===== config.mk =====
export PLATFORM = sky130hd
export DESIGN_NAME = stack_region_allocator
export DESIGN_NICKNAME = d
export VERILOG_FILES = /design/src/rtl/sra_pkg.sv /design/src/rtl/stack_region_allocator.sv
export SDC_FILE = /design/constraint.sdc
export NUM_CORES = 2
export LEC_CHECK = 0
export ABC_CLOCK_PERIOD_IN_PS = 6700
export BUFFER_PORTS_ARGS = -buffer_cell sky130_fd_sc_hd__buf_2
export CAP_MARGIN = 10
export CORE_MARGIN = 2
export CORE_UTILIZATION = 25
export DETAILED_ROUTE_END_ITERATION = 10
export PLACE_DENSITY = 0.41
export SLEW_MARGIN = 25
export SYNTH_ARGS = -nofsm -noshare
export SYNTH_HDL_FRONTEND = slang
export SYNTH_SLANG_ARGS = --single-unit

===== constraint.sdc =====
create_clock -name clk -period 6.7 [get_ports clk]
set_clock_uncertainty 0.15 [all_clocks]
set_input_delay 0.67 -clock clk [delete_from_list [all_inputs] [get_ports clk]]
set_output_delay 0.67 -clock clk [all_outputs]
set_load 0.02 [all_outputs]

===== src/rtl/sra_pkg.sv =====
// Shared types, constants and codes for the stack region allocator.
`timescale 1ns / 1ps

package sra_pkg;

	// Number of block records on the stack.
	localparam int MAX_BLOCKS = 64;
	// Allocation granule in rows; must be a power of two.
	localparam int ROW_GROUP = 16;

	localparam int IDX_W = (MAX_BLOCKS > 1) ? $clog2(MAX_BLOCKS) : 1;
	localparam int TOP_W = $clog2(MAX_BLOCKS + 1);
	localparam int GRP_SHIFT = $clog2(ROW_GROUP);

	localparam int ADDR_W = 32;
	localparam int SIZE_W = 24;
	localparam int REC_W = 31;

	localparam logic [ADDR_W-1:0] TAG_BIT = 32'h8000_0000;
	localparam logic [ADDR_W-1:0] REFUSED_ADDR = 32'hFFFF_FFFF;

	// Request codes.
	localparam logic [1:0] REQ_ALLOC = 2'd0;
	localparam logic [1:0] REQ_FREE = 2'd1;
	localparam logic [1:0] REQ_CLEAR = 2'd2;

	// Status codes.
	localparam logic [1:0] ST_ALLOC = 2'd0;
	localparam logic [1:0] ST_REFUSED = 2'd1;
	localparam logic [1:0] ST_FREED = 2'd2;
	localparam logic [1:0] ST_CLEARED = 2'd3;

	typedef struct packed {
		logic [REC_W-1:0] start;
		logic [REC_W-1:0] size;
	} blk_rec_t;

endpackage


===== src/rtl/stack_region_allocator.sv =====
// Stack region allocator: block record stack with allocate, free and clear.
//
// Requests arrive on a valid/stall channel (req_valid, req_stall) carrying
// req_type, alloc_size and free_addr; one response word per request leaves
// on rsp_valid/rsp_stall with result_addr and status.
// The block takes one request at a time and holds req_stall high until that
// request's response is in the output register.
// An allocate passes through S_ALLOC and then S_RESP; a clear or a refused
// allocate goes straight to S_RESP. A free reads the top record through the single
// registered memory port, then either pops unused blocks at one per cycle until
// a used block or an empty stack stops it, or walks the records downward through
// S_SRD and S_SCHK for each record. The memory read port sets the free latency.
// A new request may be accepted while a response still waits in the output
// register; when rsp_stall holds, the next response waits in the sequencer
// and req_stall stays high until the output register frees.
// Reset clears the stack pointer, the used bits and the output register at
// once; block records are not cleared and are only read below the stack top,
// so no clearing pass follows reset.
`timescale 1ns / 1ps

module stack_region_allocator (
	input  logic                           clk,
	input  logic                           arst_n,
	input  logic                           req_valid,
	output logic                           req_stall,
	input  logic [1:0]                     req_type,
	input  logic [sra_pkg::SIZE_W-1:0]     alloc_size,
	input  logic [sra_pkg::ADDR_W-1:0]     free_addr,
	output logic                           rsp_valid,
	input  logic                           rsp_stall,
	output logic [sra_pkg::ADDR_W-1:0]     result_addr,
	output logic [1:0]                     status
);

	localparam logic [3:0] S_IDLE  = 4'd0;
	localparam logic [3:0] S_ALLOC = 4'd1;
	localparam logic [3:0] S_FTOP  = 4'd2;
	localparam logic [3:0] S_POP   = 4'd3;
	localparam logic [3:0] S_SRD   = 4'd4;
	localparam logic [3:0] S_SCHK  = 4'd5;
	localparam logic [3:0] S_RESP  = 4'd6;

	localparam int IDX_W = sra_pkg::IDX_W;
	localparam int TOP_W = sra_pkg::TOP_W;
	localparam int REC_W = sra_pkg::REC_W;

	logic [3:0]                     state_q;
	logic [TOP_W-1:0]               top_q;
	logic [sra_pkg::MAX_BLOCKS-1:0] used_q;
	logic [IDX_W-1:0]               idx_q;
	logic [sra_pkg::SIZE_W-1:0]     size_q;
	logic [REC_W-1:0]               addr_q;
	logic [sra_pkg::ADDR_W-1:0]     res_addr_q;
	logic [1:0]                     res_status_q;
	logic                           rsp_valid_q;
	logic [sra_pkg::ADDR_W-1:0]     result_addr_q;
	logic [1:0]                     status_q;

	sra_pkg::blk_rec_t mem_q [sra_pkg::MAX_BLOCKS];
	sra_pkg::blk_rec_t rd_data_q;
	sra_pkg::blk_rec_t wr_rec;
	logic              mem_we;
	logic [IDX_W-1:0]  rd_addr;

	logic             req_acc;
	logic [TOP_W-1:0] top_m1;
	logic [TOP_W-1:0] top_m2;
	logic [IDX_W-1:0] top_idx;
	logic [IDX_W-1:0] top_m1_idx;
	logic             stack_full;
	logic [sra_pkg::SIZE_W:0] size_rnd;
	logic [REC_W-1:0] groups;
	logic [REC_W-1:0] new_start;
	logic             slot_free;

	assign req_stall = (state_q != S_IDLE);
	assign req_acc = req_valid && !req_stall;

	assign top_m1 = top_q - TOP_W'(1);
	assign top_m2 = top_q - TOP_W'(2);
	assign top_idx = top_q[IDX_W-1:0];
	assign top_m1_idx = top_m1[IDX_W-1:0];
	assign stack_full = (top_q == TOP_W'(sra_pkg::MAX_BLOCKS));

	// Round up to whole row groups.
	assign size_rnd = {1'b0, size_q} + (sra_pkg::SIZE_W + 1)'(sra_pkg::ROW_GROUP - 1);
	assign groups = REC_W'(size_rnd >> sra_pkg::GRP_SHIFT);

	// The new block starts where the one below it ends; the first starts at zero.
	assign new_start = (top_q == '0) ? '0 : (rd_data_q.start + rd_data_q.size);

	assign wr_rec.start = new_start;
	assign wr_rec.size = groups;
	assign mem_we = (state_q == S_ALLOC);

	assign rd_addr = (state_q == S_IDLE) ? top_m1_idx : idx_q;

	assign slot_free = !rsp_valid_q || !rsp_stall;

	always_ff @(posedge clk) begin
		if (mem_we) begin
			mem_q[top_idx] <= wr_rec;
		end
		rd_data_q <= mem_q[rd_addr];
	end

	always_ff @(posedge clk or negedge arst_n) begin
		if (!arst_n) begin
			state_q <= S_IDLE;
			top_q <= '0;
			used_q <= '0;
			idx_q <= '0;
			size_q <= '0;
			addr_q <= '0;
			res_addr_q <= '0;
			res_status_q <= sra_pkg::ST_ALLOC;
			rsp_valid_q <= 1'b0;
			result_addr_q <= '0;
			status_q <= sra_pkg::ST_ALLOC;
		end else begin
			if (rsp_valid_q && !rsp_stall) begin
				rsp_valid_q <= 1'b0;
			end
			unique case (state_q)
				S_IDLE: begin
					if (req_acc) begin
						size_q <= alloc_size;
						addr_q <= free_addr[REC_W-1:0];
						res_addr_q <= '0;
						case (req_type)
							sra_pkg::REQ_ALLOC: begin
								if (alloc_size == '0 || stack_full) begin
									res_addr_q <= sra_pkg::REFUSED_ADDR;
									res_status_q <= sra_pkg::ST_REFUSED;
									state_q <= S_RESP;
								end else begin
									res_status_q <= sra_pkg::ST_ALLOC;
									state_q <= S_ALLOC;
								end
							end
							sra_pkg::REQ_FREE: begin
								res_status_q <= sra_pkg::ST_FREED;
								state_q <= (top_q == '0) ? S_RESP : S_FTOP;
							end
							default: begin
								used_q <= '0;
								top_q <= '0;
								res_status_q <= sra_pkg::ST_CLEARED;
								state_q <= S_RESP;
							end
						endcase
					end
				end
				S_ALLOC: begin
					used_q[top_idx] <= 1'b1;
					top_q <= top_q + TOP_W'(1);
					res_addr_q <= sra_pkg::TAG_BIT | {1'b0, new_start};
					state_q <= S_RESP;
				end
				S_FTOP: begin
					if (rd_data_q.start == addr_q) begin
						used_q[top_m1_idx] <= 1'b0;
						state_q <= S_POP;
					end else if (top_q == TOP_W'(1)) begin
						state_q <= S_RESP;
					end else begin
						idx_q <= top_m2[IDX_W-1:0];
						state_q <= S_SRD;
					end
				end
				S_POP: begin
					if (top_q != '0 && !used_q[top_m1_idx]) begin
						top_q <= top_m1;
					end else begin
						state_q <= S_RESP;
					end
				end
				S_SRD: begin
					state_q <= S_SCHK;
				end
				S_SCHK: begin
					if (rd_data_q.start == addr_q) begin
						used_q[idx_q] <= 1'b0;
						state_q <= S_RESP;
					end else if (idx_q == '0) begin
						state_q <= S_RESP;
					end else begin
						idx_q <= idx_q - IDX_W'(1);
						state_q <= S_SRD;
					end
				end
				S_RESP: begin
					if (slot_free) begin
						rsp_valid_q <= 1'b1;
						result_addr_q <= res_addr_q;
						status_q <= res_status_q;
						state_q <= S_IDLE;
					end
				end
				default: begin
					state_q <= S_IDLE;
				end
			endcase
		end
	end

	assign rsp_valid = rsp_valid_q;
	assign result_addr = result_addr_q;
	assign status = status_q;

endmodule


-- Word-level counts from Yosys, hierarchy flattened
Memories as Yosys holds them, arrays and structs flattened. A register that Yosys moved wholly into a read port is not among the register bits.
Index checks and enable logic that the tools add are counted.
- bits of input ports: 62
- bits in registers: 236
- memories kept: 1
- bits in writable memories: 3328
- memories (name ; depth ; width ; read ports ; clocked after Yosys merged registers in ; wr ports ; RTL line ; source):
    mem_q ; 64 ; 52 ; 1 ; 1 ; 1 ; stack_region_allocator.sv:59 ; sra_pkg::blk_rec_t mem_q [sra_pkg::MAX_BLOCKS];
- bitwise gates (word level): 5
- muxes and demuxes: 46
- reductions and logical operators: 31
- $add $sub $neg: 6
- equality and inequality tests: 21
- order comparisons: 6
- operator list (kind ; count):
    $mux 64 ; 4
    $pmux 64 s4 ; 1
    $and 64x64->64 ; 2
    $not 64->64 ; 2
    $mux 32 ; 3
    $or 64x64->64 ; 1
    $pmux 32 s2 ; 1
    $add 31x31->31 ; 1
    $eq 31x31->1 ; 1
    $mux 31 ; 1
    $mux 6 ; 5
    $pmux 4 s7 ; 1
    $add 24x4->25 const B ; 1
    $logic_not 24->1 ; 1
    $ne 2x2->1 const B ; 11
    $lt 6x7->1 const B ; 3
    $mux 7 ; 3
    $pmux 7 s3 ; 1
    $demux 1 s6 ; 3
    $ge 6x1->1 const B ; 3
    $eq 4x3->1 const B ; 3
    $mux 4 ; 3
    $pmux 6 s2 ; 1
    $mux 1 ; 10
    other kinds (30) ; 49

-- Depth between registers and ports, before layout
- word-level depth: 9
- gate-level depth with buffers: 16
- mapped depth without buffers: 11

-- Worst setup path after synthesis
No wires, ideal clock.
- kind: register to register
- from: register, netlist name rd_data_q[31]
- to: memory mem_q[0][49] (netlist bit), data pin
- stages on the path, launching flop included: 12
- setup slack: 1.936 ns
- clock period less this slack: 4.764 ns
- data arrival time: 4.115 ns
- buffers on the path: 0
- setup time: 0.499 ns
- required time: 6.051 ns
- cell sequence: dfxtp_1 > ha_1 > inv_1 > fa_1 > nand2b_1 > a21oi_1 > o21ai_0 > a2111oi_0 > o211ai_1 > a211oi_1 > xnor2_1 > nor2_1
- longest elaborated chain between the ends: 2
- ends and longest elaborated chain (what ; RTL line ; source):
    $add 31x31->31 ; stack_region_allocator.sv:90 ; assign new_start = (top_q == '0) ? '0 : (rd_data_q.start + rd_data_q.size);
    $mux 31 ; stack_region_allocator.sv:90 ;
    net new_start[28] ; stack_region_allocator.sv:73 ; logic [REC_W-1:0] new_start;
    end: declaration ; stack_region_allocator.sv:59 ;
The timed path passes the listed nets, and every way through them passes these cells.

-- Final worst setup path
- from: register top_q[1]
- to: register, netlist name rd_data_q[35]
- longest elaborated chain between the ends: 2
- ends and longest elaborated chain (what ; RTL line ; source):
    start: declaration ; stack_region_allocator.sv:48 ; logic [TOP_W-1:0] top_q;
    start signal: assignment ; stack_region_allocator.sv:156 ; top_q <= top_q + TOP_W'(1);
    start signal: assignment ; stack_region_allocator.sv:173 ; top_q <= top_m1;
    $sub 7x1->7 ; stack_region_allocator.sv:79 ; assign top_m1 = top_q - TOP_W'(1);
    $mux 6 ; stack_region_allocator.sv:96 ; assign rd_addr = (state_q == S_IDLE) ? top_m1_idx : idx_q;
No other way between the ends.
A chain may end at the register's enable or synchronous reset.

==> results by group <==
Clocking
  • Post-CTS Setup Bufs: 0
  • H-tree levels: 5
  • Worst-skew pair later-pin latency: 1000 ps
  • CTS root buf: clkbuf_16
  • Reg clk slew, reported paths: 70 ps
  • Clk buf depth: 4
  • CTS tree: yes
  • Clock buffer count from CTS: 382
  • Clk sinks: 3584

Global routing
  • Initial antenna violation count: 45
  • GR Util met2: 29.8%
  • GR Util met3: 2.96%
  • M1 GR Usage: 24.8%
  • Largest net degree at the start of global routing: 153
  • GRT Overall Usage: 18.2%
  • Global-route wire length before repair: 704000 µm
  • Vias in the first global route: 78287
  • Global route hottest layer: met2
  • Grt total ovfl: 0

Synthesis
  • FF+latch count, synth: 3584
  • Post-synthesis mux area share: 12.5%
  • Largest family of logic cells by synthesized area: multiplexers
  • Post-synth ARST share: 5.69%
  • Net Count, Synth: 7503
  • Post-Synth XOR/XNOR Area: 0.546%
  • Synth Area in Compound Gates: 4.59%
  • Mapped Avg Cell Area: 18.8 µm²
  • Top FF cell, synth: edfxtp_1
  • Post-Syn Area: 140000 µm²
  • Simple-Gate Fraction of Synth Area: 4.53%
  • Synth Area in Adders: 0.292%
  • Mapped Cells: 7409
  • Synth cell types: 69
  • Warning count from the yosys run: 0
  • Sequential area share after synthesis: 76.0%
  • Post-synth EDFFs: 3328

Timing
  • Setup_tns: 0 ps
  • Max-slew violations: 0
  • Tcrit/Tclk final: 79.5%
  • Fmax: 0.188 GHz
  • Final setup fails: 0
  • Relative slew slack: 17.0%
  • Final Hold Fails: 0
  • Worst Tran Pin Value: 1210 ps
  • Worst hold slack: 60.1 ps
  • Setup slack after layout: 1370 ps
  • Final min period: 5330 ps
  • RSZ-0062 raised after global routing: no

Die
  • Io pins: 98
  • Core Region: 556000 µm²
  • Die ar.: 564000 µm²
  • Die W: 751 µm
  • Rows: 274
  • Starting Density: 25.1%
  • Die Y: 751 µm

Power and ir drop
  • VDD IR-drop max: 534 µV
  • LEAKAGE: 53.4 nW
  • Cell Pwr Density: 529 nW/µm²
  • Pwr Total: 87.6 mW

Job
  • Max-Cap Viols: 0

Finish
  • Final Non-Filler Cells: 15726
  • Most frequent cells in the layout: edfxtp_1, mux4_2, nand2_1, clkbuf_16, buf_4
  • Layout Utilization: 29.8%
  • Fin nets: 8034
  • Area Overhead vs Synth: 18.8%
  • Post-route design area: 166000 µm²
  • Commonest non-fill, non-tap cell in the layout: edfxtp_1
  • Layout cells sized above 1: 24.4%

Place
  • I/O Buffers: 96
  • Final Wtd Congestion: 0.828
  • Pre-CTS setup slack: 1450 ps
  • DP Area: 153000 µm²
  • HPWL after DPL: 296000 µm
  • Placed cells: 14944

Setup path
  • Required @ worst endpoint: 7300 ps
  • Critical path peak fanout: 9
  • Arrival time worst endpoint: 5930 ps
  • CP endpoint kind: flip-flop
  • Reg2reg start: top_q[1]
  • Worst setup SP type: flip-flop
  • Critical path class: reg2reg
  • Crit. Startpoint: top_q[1]

Worst hold path
  • Hold Crit Class: in2async

Routing
  • Wire per inst: 33.5 µm
  • Total wire length: 527000 µm
  • Pre-antenna DRT Iters: 5
  • ANT nets after route: 0
  • Iter 0 DRT Violations: 9812
  • Remaining DRCs: 0
  • Vias: 79059
  • Number of vias per cell: 5.03

Outcome
  • Outcome: complete, no violations
## worst max-delay path, cell delays in order (launching register included)
cell,delay [ps]
dfrtp_1,440
inv_1,290
ha_1,270
or3b_2,490
o21ai_0,270
nand2_1,340
a31oi_4,530
nand2b_2,930
buf_4,300
o22ai_1,160
or4_1,870
## layout make-up
class	count	area [µm²]
Tap cell	7452	9320
Multi-Input combinational cell	3372	32500
Sequential cell	3584	106000
Fill cell	54311	391000
Clock buffer	505	10400
Inverter	18	67.6
Timing Repair Buffer	582	5490
Clock inverter	199	1890
Antenna cell	14	35.0
## cells by family after synthesis
logic type      Yosys count
simple gates           1414
compound gates          962
xor+xnor                 87
mux                     877
fa+ha+maj                32
flops                  3584
buf+inv                 453
## synth_stat cells (53+ instances only)
cell / instances / area, µm²
a21oi_1: 236 / 1180
dfrtp_1: 204 / 5100
nand3_1: 145 / 726
a22oi_1: 161 / 1210
mux2_2: 97 / 1090
or4_1: 53 / 398
nand2_1: 663 / 2490
and3_1: 86 / 538
buf_2: 77 / 385
edfxtp_1: 3328 / 99900
clkbuf_1: 278 / 1040
o22ai_1: 175 / 1090
a31oi_1: 66 / 413
mux2i_1: 99 / 991
mux4_2: 681 / 15300
nor2_1: 284 / 1070
xnor2_1: 59 / 517
o21ai_0: 72 / 360
## worst paths after layout
check,end,slack [ps],depth (start not counted)
setup / recovery,rd_data_q[35],1370,10
hold / removal,result_addr[30],60,2
setup reg to reg,rd_data_q[35],1370,10
hold reg to reg,res_addr_q[31],330,1
max in group asynchronous,size_q[19],5030,4
min in group clk,addr_q[26],300,3
## metal layers
layer  vias to the layer above  wire [µm]
li1                      31253          -
met1                     43684     223000
met2                      3412     249000
met3                       706      37100
met4                         4      17500
met5                         -         22
## registers in the layout, indices dropped and copies added, names as in the netlist, 2 cells and up
register      count
top_q             7
rd_data_q        52
res_addr_q       32
state_q           3
addr_q           31
result_addr      32
used_q           64
res_status_q      2
mem_q          3328
status            2
idx_q             6
size_q           24
## power breakdown
part | leakage, nW | total (mW) | internal, mW | switching, mW
clock network | 6.04 | 21.1 | 12.1 | 9.05
logic | 14.2 | 32.8 | 10.1 | 22.7
registers | 33.2 | 33.7 | 32.4 | 1.25
## timing repair
item,4_1_cts,5_1_grt
gates resized for setup,0,0
setup endpoints to repair,0,0
endpoints found under the hold margin,113,0
hold buffers,61,0
No activity file was read; power rests on OpenSTA's default activity.
